### src/design/dsc_pkg.sv
// ----------------------------------------------------------------------------
// dsc_pkg
// Widths, constants and shared types of the distinct subsequence counter.
// ----------------------------------------------------------------------------
package dsc_pkg;

    localparam int VAL_W     = 30;
    localparam int SYM_W     = 8;
    localparam int ALPHA     = 256;
    localparam int ADDR_W    = $clog2(ALPHA);
    localparam int SWP_W     = $clog2(ALPHA + 1);
    localparam int RED_CNT_W = $clog2(VAL_W + 1);

    localparam logic [VAL_W-1:0] MOD_RESET = VAL_W'(1000000007);
    localparam logic [VAL_W-1:0] MOD_MIN   = VAL_W'(2);

    typedef enum logic [2:0] {
        SW_IDLE,
        SW_READ,
        SW_LOAD,
        SW_RUN,
        SW_WRITE
    } t_sweep_state;

    typedef struct packed {
        logic              busy;
        logic [ADDR_W-1:0] raddr;
        logic              we;
        logic [ADDR_W-1:0] waddr;
        logic [VAL_W-1:0]  wdata;
        logic              p_we;
        logic [VAL_W-1:0]  p_data;
    } t_sweep_ctl;

endpackage

### src/design/dsc_reduce.sv
// ----------------------------------------------------------------------------
// dsc_reduce
// Bit-serial remainder unit: value mod modulus, one bit per cycle.
// ----------------------------------------------------------------------------
module dsc_reduce (
    input  logic                      i_clk,
    input  logic                      i_rst_n,
    input  logic                      i_load,
    input  logic [dsc_pkg::VAL_W-1:0] i_value,
    input  logic [dsc_pkg::VAL_W-1:0] i_mod,
    output logic                      o_done,
    output logic [dsc_pkg::VAL_W-1:0] o_result
);
    import dsc_pkg::*;

    logic [RED_CNT_W-1:0] r_cnt;
    logic [VAL_W-1:0]     r_acc;
    logic [VAL_W-1:0]     r_rem;
    logic [VAL_W:0]       n_trial;
    logic [VAL_W:0]       n_diff;
    logic [VAL_W-1:0]     n_rem;

    always_comb begin
        n_trial = {r_rem, r_acc[VAL_W-1]};
        n_diff  = n_trial - {1'b0, i_mod};
        n_rem   = (n_trial >= {1'b0, i_mod}) ? n_diff[VAL_W-1:0] : n_trial[VAL_W-1:0];
    end

    always_ff @(posedge i_clk) begin
        if (!i_rst_n) begin
            r_cnt <= '0;
        end else if (i_load) begin
            r_cnt <= RED_CNT_W'(VAL_W);
        end else if (r_cnt != '0) begin
            r_cnt <= r_cnt - RED_CNT_W'(1);
        end
    end

    always_ff @(posedge i_clk) begin
        if (i_load) begin
            r_acc <= i_value;
            r_rem <= '0;
        end else if (r_cnt != '0) begin
            r_acc <= {r_acc[VAL_W-2:0], 1'b0};
            r_rem <= n_rem;
        end
    end

    assign o_done   = (r_cnt == '0);
    assign o_result = r_rem;

endmodule

### src/design/dsc_sweep.sv
// ----------------------------------------------------------------------------
// dsc_sweep
// Re-reduction pass after a modulus write: every table entry and the prefix
// sum are brought below the new modulus.
// ----------------------------------------------------------------------------
module dsc_sweep (
    input  logic                      i_clk,
    input  logic                      i_rst_n,
    input  logic                      i_cfg_we,
    input  logic [dsc_pkg::VAL_W-1:0] i_mod,
    input  logic [dsc_pkg::VAL_W-1:0] i_p,
    input  logic [dsc_pkg::VAL_W-1:0] i_rdata,
    output dsc_pkg::t_sweep_ctl       o_ctl
);
    import dsc_pkg::*;

    t_sweep_state     r_state;
    t_sweep_state     n_state;
    logic [SWP_W-1:0] r_idx;
    logic [SWP_W-1:0] n_idx;
    logic             w_is_p;
    logic             w_red_load;
    logic             w_red_done;
    logic [VAL_W-1:0] w_red_value;
    logic [VAL_W-1:0] w_red_result;

    assign w_is_p = (r_idx == SWP_W'(ALPHA));

    dsc_reduce u_reduce (
        .i_clk    (i_clk),
        .i_rst_n  (i_rst_n),
        .i_load   (w_red_load),
        .i_value  (w_red_value),
        .i_mod    (i_mod),
        .o_done   (w_red_done),
        .o_result (w_red_result)
    );

    always_comb begin
        n_state = r_state;
        n_idx   = r_idx;
        priority if (i_cfg_we) begin
            n_state = SW_READ;
            n_idx   = '0;
        end else begin
            unique case (r_state)
                SW_IDLE:  n_state = SW_IDLE;
                SW_READ:  n_state = SW_LOAD;
                SW_LOAD:  n_state = SW_RUN;
                SW_RUN: begin
                    if (w_red_done) begin
                        n_state = SW_WRITE;
                    end
                end
                SW_WRITE: begin
                    if (w_is_p) begin
                        n_state = SW_IDLE;
                    end else begin
                        n_state = SW_READ;
                        n_idx   = r_idx + SWP_W'(1);
                    end
                end
                default:  n_state = SW_IDLE;
            endcase
        end
    end

    always_comb begin
        w_red_load   = (r_state == SW_LOAD);
        w_red_value  = w_is_p ? i_p : i_rdata;
        o_ctl.busy   = (r_state != SW_IDLE);
        o_ctl.raddr  = r_idx[ADDR_W-1:0];
        o_ctl.we     = (r_state == SW_WRITE) && !w_is_p;
        o_ctl.waddr  = r_idx[ADDR_W-1:0];
        o_ctl.wdata  = w_red_result;
        o_ctl.p_we   = (r_state == SW_WRITE) && w_is_p;
        o_ctl.p_data = w_red_result;
    end

    always_ff @(posedge i_clk) begin
        if (!i_rst_n) begin
            r_state <= SW_IDLE;
            r_idx   <= '0;
        end else begin
            r_state <= n_state;
            r_idx   <= n_idx;
        end
    end

endmodule

### config.mk
export PLATFORM = sky130hd
export DESIGN_NAME = dsc_sweep
export DESIGN_NICKNAME = d
export VERILOG_FILES = /design/src/design/dsc_pkg.sv /design/src/design/dsc_reduce.sv /design/src/design/dsc_sweep.sv
export SDC_FILE = /design/constraint.sdc
export NUM_CORES = 1
export LEC_CHECK = 0
export ABC_AREA = 1
export BUFFER_PORTS_ARGS = -buffer_cell sky130_fd_sc_hd__buf_4
export CAP_MARGIN = 20
export CELL_PAD_IN_SITES_DETAIL_PLACEMENT = 1
export CELL_PAD_IN_SITES_GLOBAL_PLACEMENT = 2
export CORE_ASPECT_RATIO = 1.25
export CORE_UTILIZATION = 30
export DETAILED_ROUTE_END_ITERATION = 10
export PLACE_DENSITY = 0.92
export RECOVER_POWER = 25
export SYNTH_ARGS = -nofsm -noshare
export SYNTH_HDL_FRONTEND = slang
export SYNTH_SLANG_ARGS = --single-unit
### constraint.sdc
create_clock -name i_clk -period 3.9 [get_ports i_clk]
set_clock_uncertainty 0.2 [all_clocks]
set_input_delay 1.17 -clock i_clk [delete_from_list [all_inputs] [get_ports i_clk]]
set_output_delay 1.17 -clock i_clk [all_outputs]
set_load 0.05 [all_outputs]
# After elaboration in Yosys (flattened, before gate mapping)
# Cells that the tools add are included.
[word_totals] register_bits=77 out_inout_bits=79 input_bits=93 elab_cells=40
[op_classes] n_lt_le_gt_ge=1 n_reduce_logical=10 mux=10 addsub=3 bitwise=2 eq_ne=7
[ops] operator="$mux 30" n=4
[ops] operator="$ge 31x30->1" n=1
[ops] operator="$sub 30x30->30" n=1
[ops] operator="$pmux 3 s4" n=1
[ops] operator="$mux 5" n=2
[ops] operator="$add 9x1->9 const B" n=1
[ops] operator="$eq 9x9->1 const B" n=1
[ops] operator="$eq 3x2->1 const B" n=2
[ops] operator="$logic_not 5->1" n=1
[ops] operator="$reduce_bool 5->1" n=1
[ops] operator="$sub 5x1->5 const B" n=1
[ops] operator="$reduce_or 2->1" n=2
[ops] operator="$eq 3x1->1 const B" n=1
[ops] operator="$eq 3x3->1 const B" n=1
[ops] operator="$mux 3" n=1
[ops] operator="$ne 3x2->1 const B" n=1
[ops] operator="$reduce_bool 3->1" n=1
[ops] operator="$logic_and 1x1->1" n=2
[ops] operator="$mux 1" n=2
[ops] operator="$ne 2x1->1 const B" n=1
[ops] operator="$not 1->1" n=2
[ops] operator="$reduce_and 2->1" n=1
[ops] operator="$reduce_bool 2->1" n=1
[ops] operator="$logic_not 1->1" n=1

# Logic depth before layout (Yosys ltp)
[depth] word_depth=4 mapped_depth=17 depth_no_buf=16

# Cells and area by module
# A second synthesis with hierarchy kept.
[unflattened] hier_cells=1180 area_unflattened_um2=7068.0
[modules_own_cells] module="dsc_reduce" area_per_inst_um2=5547.8 n_inst=1 cells_per_inst=913 seq_area_each_um2=1601.5
[modules_own_cells] module="dsc_sweep" area_per_inst_um2=1520.2 n_inst=1 cells_per_inst=267 seq_area_each_um2=240.2

# Least setup slack after synthesis
# Ideal clock, no wire load.
[synth_timing] path_kind="register to output" startpoint="register r_idx[0]" endpoint="output port o_ctl[30] in the netlist's numbering" path_slack_ns=0.842 stages_incl_launch_ff=8 path_buffers=1 required_time_ns=2.530 arrival_ns=1.688 path_cell_list="dfxtp_1 -> inv_1 -> ha_1 -> nand2_1 -> nor3_1 -> nand2_1 -> clkbuf_1 -> nor2_1"
[synth_lines] element="start, declared" line_no="dsc_sweep.sv:19" text="logic [SWP_W-1:0] r_idx;"
[synth_lines] element="start signal, assigned" line_no="dsc_sweep.sv:86" text="r_idx <= n_idx;"
[synth_lines] element="end, declared" line_no="dsc_sweep.sv:13" text="output dsc_pkg::t_sweep_ctl o_ctl"

==> results_dict.tcl <==
set metrics [dict create \
    worstSetupStartpointType "register" \
    cap_violations 0 \
    timing_max_transition_violations_final 0 \
    antenna_found_initial 0 \
    power.share.sequential_pct 20.8 \
    largest_net_degree_at_the_start_of_global_routing 34 \
    routed_wire_length_per_instance_um 15.3 \
    yosys_warnings 0 \
    die_height_um 168 \
    cts.htree.levels 3 \
    vias_per_cell 4.70 \
    tritonroute_pass_1_iters 4 \
    total_routing_usage_reported_by_global_routing_pct 20.0 \
    cts_max_path_buffers 2 \
    worstPathRequired_ns 2.53 \
    count_of_instances_resized_after_the_clock_tree_is_built 0 \
    cp_num_buf_inv 3 \
    routabilityCongestion 0.964 \
    outcome "completed" \
    synth_ff_type "sky130_fd_sc_hd__dfxtp_1" \
    route.detailed.drc 0 \
    placement_rows 60 \
    timing.critical_path.to_type "primary output" \
    mostFrequentLayoutCell "sky130_fd_sc_hd__nand2_1" \
    drt.antenna.violating_nets 0 \
    cts_hold_repair.buffers 0 \
    floorplan.initialDensity_pct 30.5 \
    cts.reportedPaths.clkPinSlew_ns 0.07 \
    share_of_final_layout_standard_cells_stronger_than_drive_strength_1_pct 19.8 \
    detail_route.iter0.violations 225 \
    worst-slew-pin-transition_ns 0.984 \
    finalCritPeriodShare_pct 85.8 \
    min_delay_path_depth 2 \
    final_hold_viol_count 0 \
    p_clk_share_pct 12.7 \
    syn_avg_cell_area_um2 6.40 \
    drt-total-wl_um 21900 \
    tritoncts.num_buffers 9 \
    total_power_after_layout_w 0.00769 \
    crit_path_max_incr_delay_ns 0.43 \
    design.final.nets 1276 \
    ffs_w_async_s_r_synth_pct 0 \
    library_cell_used_as_clock_root_buffer "sky130_fd_sc_hd__clkbuf_16" \
    worst_case_headroom_to_the_max_slew_limit_pct 34.3 \
    grt_pass1_wl_um 35100 \
    power.share.switching_pct 55.5 \
    edff_count_synth 30 \
    crit_arrival_ns 1.98 \
    finalCriticalPeriod_ns 3.35 \
    post_synth_instance_area_um2 6580 \
    post_synth_num_cell_types 42 \
    power.net_switching_w 0.00427 \
    crit_fanout 10 \
    place.port_buffers 171 \
    comb_power_share_pct 66.5 \
    hold_end "u_reduce.r_cnt[4]" \
    yosysSeqAreaShare_pct 28.0 \
    areaGrowthSynthToFinish_pct 21.9 \
    detailed_place_hpwl_um 17600 \
    final-setup-viol-count 0 \
    hp-class "reg2reg" \
    postSynthRegisterBits 77 \
    antenna-diode-count 0 \
    critical_path.slowest_cell "sky130_fd_sc_hd__dfxtp_1" \
    synthCells 1028 \
    max_freq_mhz 299 \
    r2r-start "r_state[1]" \
    irDropWorstVdd_mv 0.405 \
    coreArea_um2 21500 \
    power.internal_w 0.00342 \
    fin_setup_tns_ns 0 \
    min-delay-start "u_reduce.r_cnt[4]" \
    worstSkewPairLatency_ns 0.35 \
    final.fill_count 2857 \
    die_width_um 134 \
    endpoint_of_the_worst_register_to_register_path "u_reduce.r_cnt[1]" \
    static-leakage-power_nw 4.09 \
    ios 172 \
    critPathKind "reg2out" \
    die_area_um2 22500 \
    clkSinkCount 77 \
    globalRouteOverflowTotal 0 \
    critical_path.cell_chain "inv_1 -> ha_1 -> nand2_1 -> nor3_1 -> nand2_1 -> inv_1 -> nor2_2 -> buf_4" \
    cts_tree "yes" \
    layout_common_cells "sky130_fd_sc_hd__nand2_1 (295), sky130_fd_sc_hd__inv_1 (157), sky130_fd_sc_hd__buf_4 (150), sky130_fd_sc_hd__nand3_1 (82), sky130_fd_sc_hd__nor2_1 (80)" \
    r2r.worst_path.cells 6 \
    setup_repair_after_global_routing_missed_its_margin "no" \
    power_density_nw_per_um2 960 \
    first_global_vias 6823 \
    timing.reg2reg.setup_slack_ns 0.66 \
    mappedNetlistNets 1155 \
    vias 6729 \
    cts.repair_timing.setup_buffer_count 0 \
    path_delay_family "simple AND/OR/NAND/NOR gates" \
]
==> flip-flops by register name (all words and copies together) (netlist names) <==
register and flops:
r_idx 9, u_reduce.r_cnt 5, u_reduce.r_acc 30, u_reduce.o_result 30, r_state 3
==> per-stage QoR <==
step           instance area (um2)  hold WS [ns]  instances  worst slack, ns  utilization (%)
2_1_floorplan                 6580         0.234       1028            0.842                -
3_3_place_gp                  7790         0.241       1417            0.389             36.2
3_5_place_dp                  7790         0.255       1417            0.314             36.2
4_1_cts                       8120         0.265       1433            0.512             37.7
5_1_grt                       8020         0.290       1433            0.225             37.2
6_report                      8020         0.265       1433            0.554             37.2
==> layout make-up <==
type                       count  area, um2  share of cell area, %
sequential                    77       1840                   23.0
timing repair buffer         180       1260                   15.7
multi-input combinational    716       3620                   45.1
inverter                     165        619                   7.73
clock inverter                 7        103                   1.28
clock buffer                   9        225                   2.81
tap                          279        349                   4.36
==> worst max-delay path by stage <==
stage          startpoint  slack (ns)               endpoint  depth (start not counted)
2_1_floorplan    r_idx[0]        0.84              o_ctl[30]                          7
3_3_place_gp     i_mod[6]        0.39   u_reduce.o_result[8]                         15
3_5_place_dp    i_mod[21]        0.31  u_reduce.o_result[28]                         14
4_1_cts          r_idx[0]        0.51              o_ctl[69]                          8
5_1_grt        r_state[1]        0.22      u_reduce.r_cnt[1]                          6
6_report         r_idx[0]        0.55              o_ctl[69]                          8
==> cell usage after synthesis, types with 9 or more instances <==
library cell,instances,share of area (%)
sky130_fd_sc_hd__nand2_1,295,17
sky130_fd_sc_hd__inv_1,156,8.9
sky130_fd_sc_hd__nand3_1,82,6.2
sky130_fd_sc_hd__nor2_1,80,4.6
sky130_fd_sc_hd__o21ai_0,68,5.2
sky130_fd_sc_hd__dfxtp_1,47,14
sky130_fd_sc_hd__buf_4,46,5.3
sky130_fd_sc_hd__ha_1,33,6.3
sky130_fd_sc_hd__edfxtp_1,30,14
sky130_fd_sc_hd__nor2_2,29,2.8
sky130_fd_sc_hd__a21oi_1,28,2.1
sky130_fd_sc_hd__nand2_2,14,1.3
sky130_fd_sc_hd__clkbuf_1,13,0.74
sky130_fd_sc_hd__nand4_1,12,1.1
sky130_fd_sc_hd__xnor2_1,12,1.6
sky130_fd_sc_hd__inv_2,9,0.51
sky130_fd_sc_hd__nor3_1,9,0.69
sky130_fd_sc_hd__o21ai_1,9,0.69
==> per-layer routing <==
| metal | part of all wire [%] | track usage, % | vias up |
|---|---|---|---|
| li1 | - | - | 3435 |
| met1 | 42 | 22.5 | 3125 |
| met2 | 52 | 36.9 | 139 |
| met3 | 3.5 | 3.03 | 30 |
| met4 | 2.8 | 8.30 | 0 |
| met5 | 0 | 0 | - |
==> cell families (layout without fill, tap and decap cells) <==
logic type	Yosys count	count (layout)	synth area share (%)
adders and majority gates	34	34	6.58
and+or+nand+nor	552	552	37.3
DFF	77	77	28.0
buffers and inverters	235	361	17.0
AOI/OAI and AO/OA	114	114	9.04
xor gates and xnor gates	16	16	2.13
==> power by group through the flow <==
stage / sequential [W] / combinational, W / clock [W]
global placement: 0.00161 / 0.00515 / 0
global route: 0.00165 / 0.00565 / 0.00102
CTS: 0.00162 / 0.00526 / 0.00100
detailed placement: 0.00163 / 0.00522 / 0
floorplan: 0.00208 / 0.00351 / 0
finish: 0.00160 / 0.00511 / 0.000976
==> worst min-delay path, stage by stage (launching register included) <==
cell                      delay (ns)
sky130_fd_sc_hd__dfxtp_1        0.31
sky130_fd_sc_hd__nand2_1        0.06
sky130_fd_sc_hd__a21oi_1        0.05
No activity file was read; power rests on OpenSTA's default activity.
