$ cat src/design/dsc_ram.sv
// ----------------------------------------------------------------------------
// dsc_ram
// Generic single-write, single-read RAM with registered read data.
// ----------------------------------------------------------------------------
module dsc_ram #(
    parameter int WIDTH = 8,
    parameter int DEPTH = 16
) (
    input  logic                     i_clk,
    input  logic                     i_we,
    input  logic [$clog2(DEPTH)-1:0] i_waddr,
    input  logic [WIDTH-1:0]         i_wdata,
    input  logic [$clog2(DEPTH)-1:0] i_raddr,
    output logic [WIDTH-1:0]         o_rdata
);

    logic [WIDTH-1:0] r_mem [DEPTH];
    logic [WIDTH-1:0] r_rdata;

    always_ff @(posedge i_clk) begin
        if (i_we) begin
            r_mem[i_waddr] <= i_wdata;
        end
        r_rdata <= r_mem[i_raddr];
    end

    assign o_rdata = r_rdata;

endmodule

$ cat config.mk
export PLATFORM = sky130hd
export DESIGN_NAME = dsc_ram
export DESIGN_NICKNAME = d
export VERILOG_FILES = /design/src/design/dsc_ram.sv
export SDC_FILE = /design/constraint.sdc
export NUM_CORES = 1
export LEC_CHECK = 0
export BUFFER_PORTS_ARGS = -buffer_cell sky130_fd_sc_hd__buf_2
export CAP_MARGIN = 20
export CORE_UTILIZATION = 61
export DETAILED_ROUTE_END_ITERATION = 12
export MAX_ROUTING_LAYER = met4
export PLACE_DENSITY = 0.79
export RECOVER_POWER = 100
export SKIP_CTS_REPAIR_TIMING = 1
export SLEW_MARGIN = 20
export SYNTH_ARGS = -nofsm -noshare
export SYNTH_HDL_FRONTEND = slang
export SYNTH_SLANG_ARGS = --single-unit
$ cat constraint.sdc
create_clock -name i_clk -period 5.35 [get_ports i_clk]
set_clock_uncertainty 0.15 [all_clocks]
set_input_delay 0.2675 -clock i_clk [delete_from_list [all_inputs] [get_ports i_clk]]
set_output_delay 0.2675 -clock i_clk [all_outputs]
set_load 0.005 [all_outputs]
After elaboration in Yosys (flattened, before gate mapping)
Memories as Yosys holds them, arrays and structs flattened. A register that Yosys moved wholly into a read port is not among the register bits.
Cells that the tools add are included.
Word-level totals
  output and inout port bits: 8
  memories: 1
  bits in registers: 0
  input bits: 18
  RAM bits: 128
  logic and storage cells: 3
Memory list
  r_mem: depth 16, width 8, read ports 1, clocked after Yosys merged registers in 1, write ports 1, line 17  | logic [WIDTH-1:0] r_mem [DEPTH];
Cells by class
  multiplexer cells: 2
Operators with widths (number)
  1-bit two-way mux: 2

Longest topological paths before layout
Gate-level depths: netlist (run 1).
  word-level depth: 2
  depth in mapped cells: 5
  depth with buffers taken out: 3

Worst setup path after synthesis (run 1)
Ideal clock, no wire load.
  kind: input port to flip-flop
  start: input i_waddr[2]
  end: memory r_mem[0][0], enable pin
  slack: 3.440 ns
  arrival time: 1.377 ns
  buffers on the path: 0
  cell stages on the path: 2
  library setup time: 0.383 ns
  data required time: 4.817 ns
  cell sequence: or3b_2 -> nor3_1
RTL lines
  start, declared: line 11  | input logic [$clog2(DEPTH)-1:0] i_waddr,
  end, declared: line 17
Straight into the memory's write port.

==> results by group, run 1 <==
Clock network
  – Cts bufs inserted: 17
  – CTS tree: built
  – Skew-Pair Late Insertion Delay: 510 ps
  – Clock sink count: 136
  – H-tree levels: 4
  – Clock Tree Buf Depth: 2
  – Clock Tree Root: clkbuf_8
  – Clock slew at reported path FFs: 60 ps

Power
  – Switching pwr: 0.493 mW
  – Seq pwr share: 47.0%
  – Pwr Density: 425 nW/µm²
  – Clock share of power: 48.9%
  – Tot Pwr: 2.56 mW
  – Gate power share: 4.1%
  – Sw frac: 19.3%
  – IR drop worst, VDD: 260 µV
  – Int Power: 2.06 mW
  – Pleak: 1.98 nW

Layout
  – Area of the multi-input gates: 1060 µm²
  – N_diodes: 0
  – Nets: 290
  – Fillers: 450
  – Layout cells sized above 1: 20.0%
  – Synthesis-to-finish area growth: 16.7%
  – Sequential cell area: 4000 µm²

Global route
  – Vias in the first global route: 2,424
  – Antenna violations before repair: 0
  – GR Overflow Total: 0
  – Total track usage: 26.8%
  – First-pass GRT wire length: 15,100 µm
  – Largest net degree at the start of global routing: 33

Min path
  – Min-delay worst type: primary input to register

Worst setup path
  – Req. time, crit path: 5590 ps
  – Cell at the slowest stage of the critical path: clkbuf_1
  – Critical Path End Type: register
  – Crit Path Max Fanout: 32
  – Crit path arrival time: 3190 ps
  – Nature of the critical path startpoint: primary input
  – CP peak stage delay: 1780 ps
  – CP Cell Sequence: clkbuf_1 > mux4_1 > a22oi_1 > nand2_1
  – Crit Path Class: primary input to register

Yosys
  – #FFs+latches synth: 136
  – Synth warn: 0
  – Syn Nets: 247
  – Mapped Area: 5150 µm²
  – Cell count after synthesis: 229
  – Post-Syn Area per Cell: 22.5 µm²
  – Yosys top cell by area: edfxtp_1
  – Seq/Total Area, Yosys: 77.8%
  – Yosys top cell area share: 74.7%
  – Yosys cell types: 19
  – Synth area leaders: edfxtp_1 (75%), mux4_2 (7.9%), mux4_1 (7.1%)

Timing
  – Rel. slew slack: -70.0%
  – Final worst path period need: 2940 ps
  – Hold WS: 147 ps
  – Unrepaired setup endpoints after global routing: no
  – Least-Margin Pin Slew: 2550 ps
  – Final Slew Violations: 42
  – Setup TNS: 0 ps
  – Highest clock rate: 340 MHz
  – Hold Fails Final Rpt: 0
  – Final setup vio count: 0
  – Final period utilization: 55.0%
  – PnR worst setup slack: 2410 ps

Status
  – Failing checks: max-capacitance violations, max-slew violations
  – Status: finished with violations

Job
  – Max cap viols: 2

Detailed routing
  – Avg WL per Cell: 26.3 µm
  – WL final: 10,200 µm
  – Vias post-DR: 2,529
  – DR pass1 iterations: 5
  – Initial drt markers: 315
  – Via/cell ratio: 6.48
  – Detailed-route DRC error count: 0
  – Final antenna-violating net count: 0

Placed design
  – Port Buffers: 25
  – Post-DP HPWL: 5740 µm
  – Setup Slack @ Placement: 2930 ps
  – Gpl congestion: 0.788

Floorplan
  – Core footprint: 8180 µm²
  – Initial Utilization: 63.0%
  – Die height: 93.9 µm
  – Io pins: 26
  – Die width: 93.9 µm
  – Die ar.: 8810 µm²
  – Num rows: 33
==> power groups by stage <==
stage / sequential [mW] / clock [mW] / combinational [mW]
after global placement: 1.22 / 0 / 0.0996
after floorplan: 1.22 / 0 / 0.0605
final: 1.20 / 1.25 / 0.105
after CTS: 1.20 / 1.25 / 0.104
after detailed placement: 1.22 / 0 / 0.103
after global routing: 1.20 / 1.30 / 0.114
==> cell type report <==
cell class	instances	area share [%]
well taps	105	2.19
multi-input cells	83	17.6
repair buffers	34	2.89
clock buffers	20	7.41
flip-flops and latches	136	66.6
clock inverters	12	3.29
==> synthesized netlist by cell type <==
cell               n
edfxtp_1         128
mux4_2            18
a22oi_1           16
mux4_1            14
nor2_1            13
nand2_1            9
dfxtp_1            8
nor3_1             4
buf_2              3
buf_6              3
clkdlybuf4s25_2    3
nand2b_1           2
nand3b_1           2
and2_1             1
and2b_1            1
buf_4              1
nand3_1            1
nor2b_1            1
or3b_2             1
==> final timing paths <==
check | start | end | slack (ps) | cells past startpoint
worst max-delay path | i_raddr[0] | o_rdata[4] | 2410 | 4
worst max register to register | r_mem[11][6] | o_rdata[6] | 3810 | 3
worst min-delay path | i_waddr[1] | r_mem[0][2] | 150 | 2
worst min register to register | r_mem[15][0] | o_rdata[0] | 520 | 3
==> cells by family (layout without fill, tap and decap cells) <==
family          count (synthesis)  after routing  synth area share (%)
flops                         136            136                  77.8
mux                            32             32                  15.0
simple gates                   35             35                  3.18
compound gates                 16             16                  2.33
buf+inv                        10             66                  1.68
==> placed cells by master (no fill, tap or decap), types with 3 or more instances in the layout <==
master         instances
mux4_2                18
buf_2                  7
mux4_1                14
nand2_1                9
nor2_1                13
nor3_1                 4
edfxtp_1             128
clkbuf_16             16
dlygate4sd3_1          6
a22oi_1               16
clkinv_2               3
bufinv_16              5
clkbuf_8               3
dfxtp_1                8
clkbuf_1              22
==> stage by stage <==
step	utilization, %	instance area [µm²]	std cells
floorplan	-	5150	229
global placement	65.3	5340	351
CTS	73.2	5990	384
global route	73.5	6010	390
detailed placement	65.4	5340	352
finish	73.5	6010	390
==> state kept, by name, indices dropped and copies added (netlist names) <==
register and cells:
o_rdata 8, r_mem 128
==> per-layer routing <==
layer / GRT usage, % / vias to the layer above / share of wire (%)
li1: - / 1057 / -
met1: 38.1 / 1303 / 41
met2: 38.7 / 154 / 49
met3: 5.42 / 15 / 8.9
met4: 10.9 / 0 / 1.5
met5: - / - / 0
==> worst max-delay path: cells and delay by family <==
kind            cells  cell delay, ps
simple gates        1              80
buf+inv             1            1780
compound gates      1             320
mux                 1             730
(Power assumes the default switching activity.)
==> inputs of run 2 (changes only) <==
--- a/config.mk
+++ b/config.mk
@@ -7,10 +7,10 @@
 export LEC_CHECK = 0
 export BUFFER_PORTS_ARGS = -buffer_cell sky130_fd_sc_hd__buf_2
 export CAP_MARGIN = 20
-export CORE_UTILIZATION = 61
+export CORE_UTILIZATION = 54
 export DETAILED_ROUTE_END_ITERATION = 12
 export MAX_ROUTING_LAYER = met4
-export PLACE_DENSITY = 0.79
+export PLACE_DENSITY = 0.74
 export RECOVER_POWER = 100
 export SKIP_CTS_REPAIR_TIMING = 1
 export SLEW_MARGIN = 20
==> constraint.sdc (replaced) <==
create_clock -name i_clk -period 2.42 [get_ports i_clk]
set_clock_uncertainty 0.15 [all_clocks]
set_input_delay 0.121 -clock i_clk [delete_from_list [all_inputs] [get_ports i_clk]]
set_output_delay 0.121 -clock i_clk [all_outputs]
set_load 0.005 [all_outputs]
==> results by group, run 2 (synthesized netlist as in run 1, its figures left out) <==
Status
  – Status: finished clean (was finished with violations)

Layout
  – Most flops, register: r_mem (unchanged)
  – Commonest non-fill, non-tap cell in the layout: edfxtp_1 (unchanged)
  – Layout cells sized above 1: 20.4% (was 20.0%)
  – Max reg flops: 128 (unchanged)
  – Finished Cell Area: 6070 µm² (was 6010 µm²)
  – Core Util, Final: 65.6% (was 73.5%)
  – Final Instance Count excl. Fillers: 433 (was 390)
  – N_diodes: 0 (unchanged)
  – Fillers: 608 (was 450)
  – Most frequent cells in the layout: edfxtp_1 (128), clkbuf_1 (34), mux4_2 (18) (was edfxtp_1 (128), clkbuf_1 (22), mux4_2 (18))
  – Synthesis-to-finish area growth: 17.8% (was 16.7%)
  – Nets: 309 (was 290)

Timing
  – Hold Fails Final Rpt: 0 (unchanged)
  – Unrepaired setup endpoints after global routing: no (unchanged)
  – Final setup vio count: 0 (unchanged)
  – PnR worst setup slack: 879 ps (was 2410 ps)
  – Highest clock rate: 649 MHz
  – Final period utilization: 63.7%
  – Final worst path period need: 1540 ps
  – Final Slew Violations: 0 (was 42)
  – Setup TNS: 0 ps (unchanged)
  – Hold WS: 59.4 ps (was 147 ps)
  – Least-Margin Pin Slew: 790 ps (was 2550 ps)
  – Rel. slew slack: 47.2% (was -70.0%)

Placed design
  – Setup Slack @ Placement: 504 ps (was 2930 ps)
  – Gpl congestion: 0.760 (was 0.788)
  – Port Buffers: 25 (unchanged)
  – Placed inst area: 5520 µm² (was 5340 µm²)
  – Post-DP HPWL: 5850 µm (was 5740 µm)
  – DP Cell Count: 393 (was 352)

Worst setup path
  – Crit Path Class: register to register (was primary input to register)
  – Critical Path End Type: register (unchanged)
  – Nature of the critical path startpoint: register (was primary input)
  – Crit path arrival time: 1780 ps (was 3190 ps)
  – Crit Path Max Fanout: 1 (was 32)
  – Req. time, crit path: 2660 ps (was 5590 ps)

Floorplan
  – Core footprint: 9240 µm² (was 8180 µm²)
  – Initial Utilization: 55.7% (was 63.0%)
  – Num rows: 35 (was 33)
  – Die ar.: 9930 µm² (was 8810 µm²)
  – Io pins: 26 (unchanged)
  – Die width: 99.6 µm (was 93.9 µm)
  – Die height: 99.6 µm (was 93.9 µm)

Power
  – Tot Pwr: 5.21 mW (was 2.56 mW)
  – IR drop worst, VDD: 406 µV (was 260 µV)
  – Pleak: 2.00 nW (was 1.98 nW)
  – Pwr Density: 859 nW/µm² (was 425 nW/µm²)

Global route
  – Vias in the first global route: 2,499 (was 2,424)
  – GR Overflow Total: 0 (unchanged)
  – Antenna violations before repair: 0 (unchanged)
  – First-pass GRT wire length: 14,400 µm (was 15,100 µm)
  – Total track usage: 21.9% (was 26.8%)
  – Largest net degree at the start of global routing: 33 (unchanged)

Clock network
  – Cts bufs inserted: 17 (unchanged)
  – CTS tree: built (unchanged)
  – Clock Tree Buf Depth: 2 (unchanged)
  – Skew-Pair Late Insertion Delay: 510 ps (about the same)
  – Clock Tree Root: clkbuf_8 (unchanged)
  – Clock sink count: 136 (unchanged)
  – H-tree levels: 4 (unchanged)
  – Clock slew at reported path FFs: 50 ps (was 60 ps)

Job
  – Max cap viols: 0 (was 2)

Detailed routing
  – DR pass1 iterations: 4 (was 5)
  – WL final: 9500 µm (was 10,200 µm)
  – Avg WL per Cell: 21.9 µm (was 26.3 µm)
  – Via/cell ratio: 5.75 (was 6.48)
  – Final antenna-violating net count: 0 (unchanged)
  – Vias post-DR: 2,491 (was 2,529)
  – Initial drt markers: 149 (was 315)
  – Detailed-route DRC error count: 0 (unchanged)

Min path
  – Min-delay worst type: primary input to register (unchanged)
run 2: routing by layer:
layer / part of all wire [%] / vias up / wire length [µm] / track usage [%]
met3: 6.0 / 14 / 573 / 5.27
li1: - / 1094 / - / -
met5: 0 / - / 0 / -
met4: 1.8 / 0 / 168 / 10.2
met2: 49 / 81 / 4670 / 32.9
met1: 43 / 1302 / 4090 / 28.8
run 2: critical path, stage by stage (launching register included):
cell and delay, ps:
edfxtp_1 360, mux4_1 510, a22oi_1 310, nand2_1 90
run 2: final cells by class:
type,instances,area (µm²),area share (%)
clock buffer,23,467,7.69
clock inverter,9,75.1,1.24
multi-input combinational,83,1060,17.4
sequential,136,4000,66.0
tap,129,161,2.66
timing repair buffer,53,302,4.97
run 2: path summary, 6_finish.rpt:
check	start	endpoint	slack (ps)	depth (start not counted)
worst min-delay path	i_raddr[2]	o_rdata[0]	60	4
worst min register to register	r_mem[14][0]	o_rdata[0]	520	3
worst max register to register	r_mem[0][5]	o_rdata[5]	880	3
worst max-delay path	r_mem[0][5]	o_rdata[5]	880	3
run 2: power by group:
part,leakage (nW),switching (mW),internal (mW)
combinational,0.508,0.136,0.107
clock,0.267,0.887,1.43
sequential,1.22,0.0170,2.64
==> inputs of run 3 (changes only) <==
--- a/config.mk
+++ b/config.mk
@@ -5,12 +5,13 @@
 export SDC_FILE = /design/constraint.sdc
 export NUM_CORES = 1
 export LEC_CHECK = 0
+export ABC_AREA = 1
 export BUFFER_PORTS_ARGS = -buffer_cell sky130_fd_sc_hd__buf_2
 export CAP_MARGIN = 20
-export CORE_UTILIZATION = 54
+export CORE_UTILIZATION = 61
 export DETAILED_ROUTE_END_ITERATION = 12
 export MAX_ROUTING_LAYER = met4
-export PLACE_DENSITY = 0.74
+export PLACE_DENSITY = 0.79
 export RECOVER_POWER = 100
 export SKIP_CTS_REPAIR_TIMING = 1
 export SLEW_MARGIN = 20
==> constraint.sdc (replaced) <==
create_clock -name i_clk -period 1.6 [get_ports i_clk]
set_clock_uncertainty 0.15 [all_clocks]
set_input_delay 0.08 -clock i_clk [delete_from_list [all_inputs] [get_ports i_clk]]
set_output_delay 0.08 -clock i_clk [all_outputs]
set_load 0.005 [all_outputs]
==> results by group, run 3 <==
Status
  – Status: finished with violations (was finished clean)
  – Failing checks: negative hold slack

Timing
  – Final Slew Violations: 0 (unchanged)
  – Final period utilization: 88.6%
  – Setup TNS: 0 ps (unchanged)
  – Unrepaired setup endpoints after global routing: no (unchanged)
  – Least-Margin Pin Slew: 1000 ps (was 790 ps)
  – PnR worst setup slack: 183 ps (was 879 ps)
  – Rel. slew slack: 33.3% (was 47.2%)
  – Hold Fails Final Rpt: 2 (was 0)
  – Hold WS: -28.4 ps (was 59.4 ps)
  – Final worst path period need: 1420 ps
  – Highest clock rate: 706 MHz
  – Final setup vio count: 0 (unchanged)

Detailed routing
  – WL final: 13,400 µm (was 9500 µm)
  – Vias post-DR: 4,132 (was 2,491)
  – DR pass1 iterations: 5 (was 4)
  – Initial drt markers: 379 (was 149)
  – Detailed-route DRC error count: 0 (unchanged)
  – Final antenna-violating net count: 0 (unchanged)
  – Via/cell ratio: 5.62 (was 5.75)
  – Avg WL per Cell: 18.3 µm (was 21.9 µm)

Min path
  – Worst hold stages: 4 (unchanged)
  – Min-delay worst type: primary input to register (unchanged)

Worst setup path
  – Nature of the critical path startpoint: primary input (was register)
  – Crit Path Class: primary input to register (was register to register)
  – Levels on crit path: 5 (was 3)
  – Req. time, crit path: 1650 ps (was 2660 ps)
  – Crit Path Max Fanout: 8 (was 1)
  – CP peak stage delay: 540 ps (was 510 ps)
  – Delay-heaviest family, CP: buffers and inverters (was multiplexers)
  – CP Cell Sequence: dlygate4sd3_1 > clkbuf_1 > nand3b_1 > nor2_1 > clkbuf_2 (was mux4_1 > a22oi_1 > nand2_1)
  – Worst Path Buf+Inv: 3 (was 0)
  – Critical Path End Type: register (unchanged)
  – Crit path arrival time: 1470 ps (was 1780 ps)
  – Cell at the slowest stage of the critical path: dlygate4sd3_1 (was mux4_1)
  – Reg2reg path depth: 6 (was 3)

Floorplan
  – Core footprint: 9200 µm² (was 9240 µm²)
  – Die width: 99.2 µm (was 99.6 µm)
  – Num rows: 35 (unchanged)
  – Io pins: 26 (unchanged)
  – Die ar.: 9850 µm² (was 9930 µm²)
  – Die height: 99.2 µm (was 99.6 µm)
  – Initial Utilization: 62.7% (was 55.7%)

Yosys
  – Yosys top cell area share: 66.7% (was 74.7%)
  – Post-synth top cells: nand2_1 (173), edfxtp_1 (128), inv_1 (100) (was edfxtp_1 (128), mux4_2 (18), a22oi_1 (16))
  – Yosys cell types: 12 (was 19)
  – Ys flop type: edfxtp_1 (unchanged)
  – Syn Nets: 569 (was 247)
  – Most common cell in the synthesized netlist: nand2_1 (was edfxtp_1)
  – Post-synthesis xor/xnor area fraction: 0% (unchanged)
  – Synth Area in Compound Gates: 0% (was 2.33%)
  – Cell count after synthesis: 551 (was 229)
  – #FFs+latches synth: 136 (unchanged)
  – Seq/Total Area, Yosys: 69.4% (was 77.8%)
  – Fraction of registers with async set/reset: 0% (unchanged)
  – Post-Syn Area per Cell: 10.5 µm² (was 22.5 µm²)
  – Synth area leaders: edfxtp_1 (67%), nand2_1 (11%), nand3_1 (8.4%) (was edfxtp_1 (75%), mux4_2 (7.9%), mux4_1 (7.1%))
  – Yosys top cell by area: edfxtp_1 (unchanged)
  – Post-Synth Simple-Gate Area: 21.0% (was 3.18%)
  – Mux contribution to synthesized area: 0% (was 15.0%)
  – Synth Area in Adders: 0% (unchanged)
  – Main combinational cell family by area after synthesis: simple AND/OR/NAND/NOR gates (was multiplexers)
  – Synth warn: 0 (unchanged)
  – Post-synth EDFFs: 128 (unchanged)
  – Mapped Area: 5770 µm² (was 5150 µm²)

Layout
  – Nets: 631 (was 309)
  – Synthesis-to-finish area growth: 18.9% (was 17.8%)
  – Max reg flops: 128 (unchanged)
  – Final Instance Count excl. Fillers: 735 (was 433)
  – Layout cells sized above 1: 11.5% (was 20.4%)
  – Commonest non-fill, non-tap cell in the layout: nand2_1 (was edfxtp_1)
  – Finished Cell Area: 6850 µm² (was 6070 µm²)
  – N_diodes: 0 (unchanged)
  – Most flops, register: r_mem (unchanged)
  – Core Util, Final: 74.5% (was 65.6%)
  – Most frequent cells in the layout: nand2_1 (173), edfxtp_1 (128), inv_1 (100) (was edfxtp_1 (128), clkbuf_1 (34), mux4_2 (18))

Power
  – IR drop worst, VDD: 830 µV (was 406 µV)
  – Gate power share: 5.8% (was 4.6%)
  – Tot Pwr: 8.95 mW (was 5.21 mW)
  – Sw frac: 20.2% (was 19.9%)
  – Seq pwr share: 44.8% (was 50.9%)
  – Clock share of power: 49.4% (was 44.5%)
  – Pwr Density: 1310 nW/µm² (was 859 nW/µm²)
  – Switching pwr: 1.80 mW (was 1.04 mW)
  – Pleak: 3.00 nW (was 2.00 nW)
  – Int Power: 7.14 mW (was 4.17 mW)

Global route
  – First-pass GRT wire length: 20,600 µm (was 14,400 µm)
  – Antenna violations before repair: 0 (unchanged)
  – GR Overflow Total: 0 (unchanged)
  – Total track usage: 30.1% (was 21.9%)
  – Largest net degree at the start of global routing: 33 (unchanged)
  – Vias in the first global route: 4,026 (was 2,499)

Placed design
  – Setup Slack @ Placement: 309 ps (was 504 ps)
  – Port Buffers: 25 (unchanged)
  – Placed inst area: 6090 µm² (was 5520 µm²)
  – DP Cell Count: 691 (was 393)
  – Post-DP HPWL: 7950 µm (was 5850 µm)
  – Gpl congestion: 0.981 (was 0.760)

Job
  – Max cap viols: 0 (unchanged)

Clock network
  – CTS tree: built (unchanged)
  – Skew-Pair Late Insertion Delay: 520 ps (was 510 ps)
  – Clock Tree Buf Depth: 2 (unchanged)
  – Clock slew at reported path FFs: 60 ps (was 50 ps)
  – H-tree levels: 4 (unchanged)
  – Clock sink count: 136 (unchanged)
  – Cts bufs inserted: 17 (unchanged)
  – Clock Tree Root: clkbuf_8 (unchanged)
## run 3: final timing paths
check                                   from            to  slack (ps)
worst min register to register  r_mem[10][3]    o_rdata[3]         520
worst max-delay path              i_waddr[2]  r_mem[11][5]         180
worst max register to register   r_mem[7][7]    o_rdata[7]         400
worst min-delay path              i_waddr[1]   r_mem[1][4]         -30
## run 3: cells by family after synthesis
kind of cell           Yosys count
flip-flops                     136
buffers and inverters          126
AND/OR/NAND/NOR                289
## run 3: layout make-up
type	count	area, µm²
inverter	102	383
sequential	136	4000
clock inverter	12	249
fill	604	2340
timing repair buffer	67	448
tap	111	139
clock buffer	18	418
multi-input combinational	289	1210
## run 3: worst min-delay path, delay by kind of cell
family | cells | cell delay, ps
buffers and inverters | 2 | 150
AND/OR/NAND/NOR | 2 | 230
## run 3: power by group through the flow
stage          clock network, mW  logic, mW  registers (mW)
4_1_cts                     4.44      0.493            4.01
3_3_place_gp                   0      0.473            4.08
5_1_grt                     4.59      0.561            4.02
6_report                    4.42      0.517            4.01
3_5_place_dp                   0      0.482            4.08
2_1_floorplan                  0      0.281            4.08
## run 3: metal layers
layer | GRT usage, % | vias to the layer above | routed length [µm]
met5 | - | - | 0
met4 | 17.8 | 0 | 531
met3 | 5.27 | 48 | 988
met2 | 47.4 | 233 | 6790
met1 | 36.9 | 1952 | 5110
li1 | - | 1899 | -
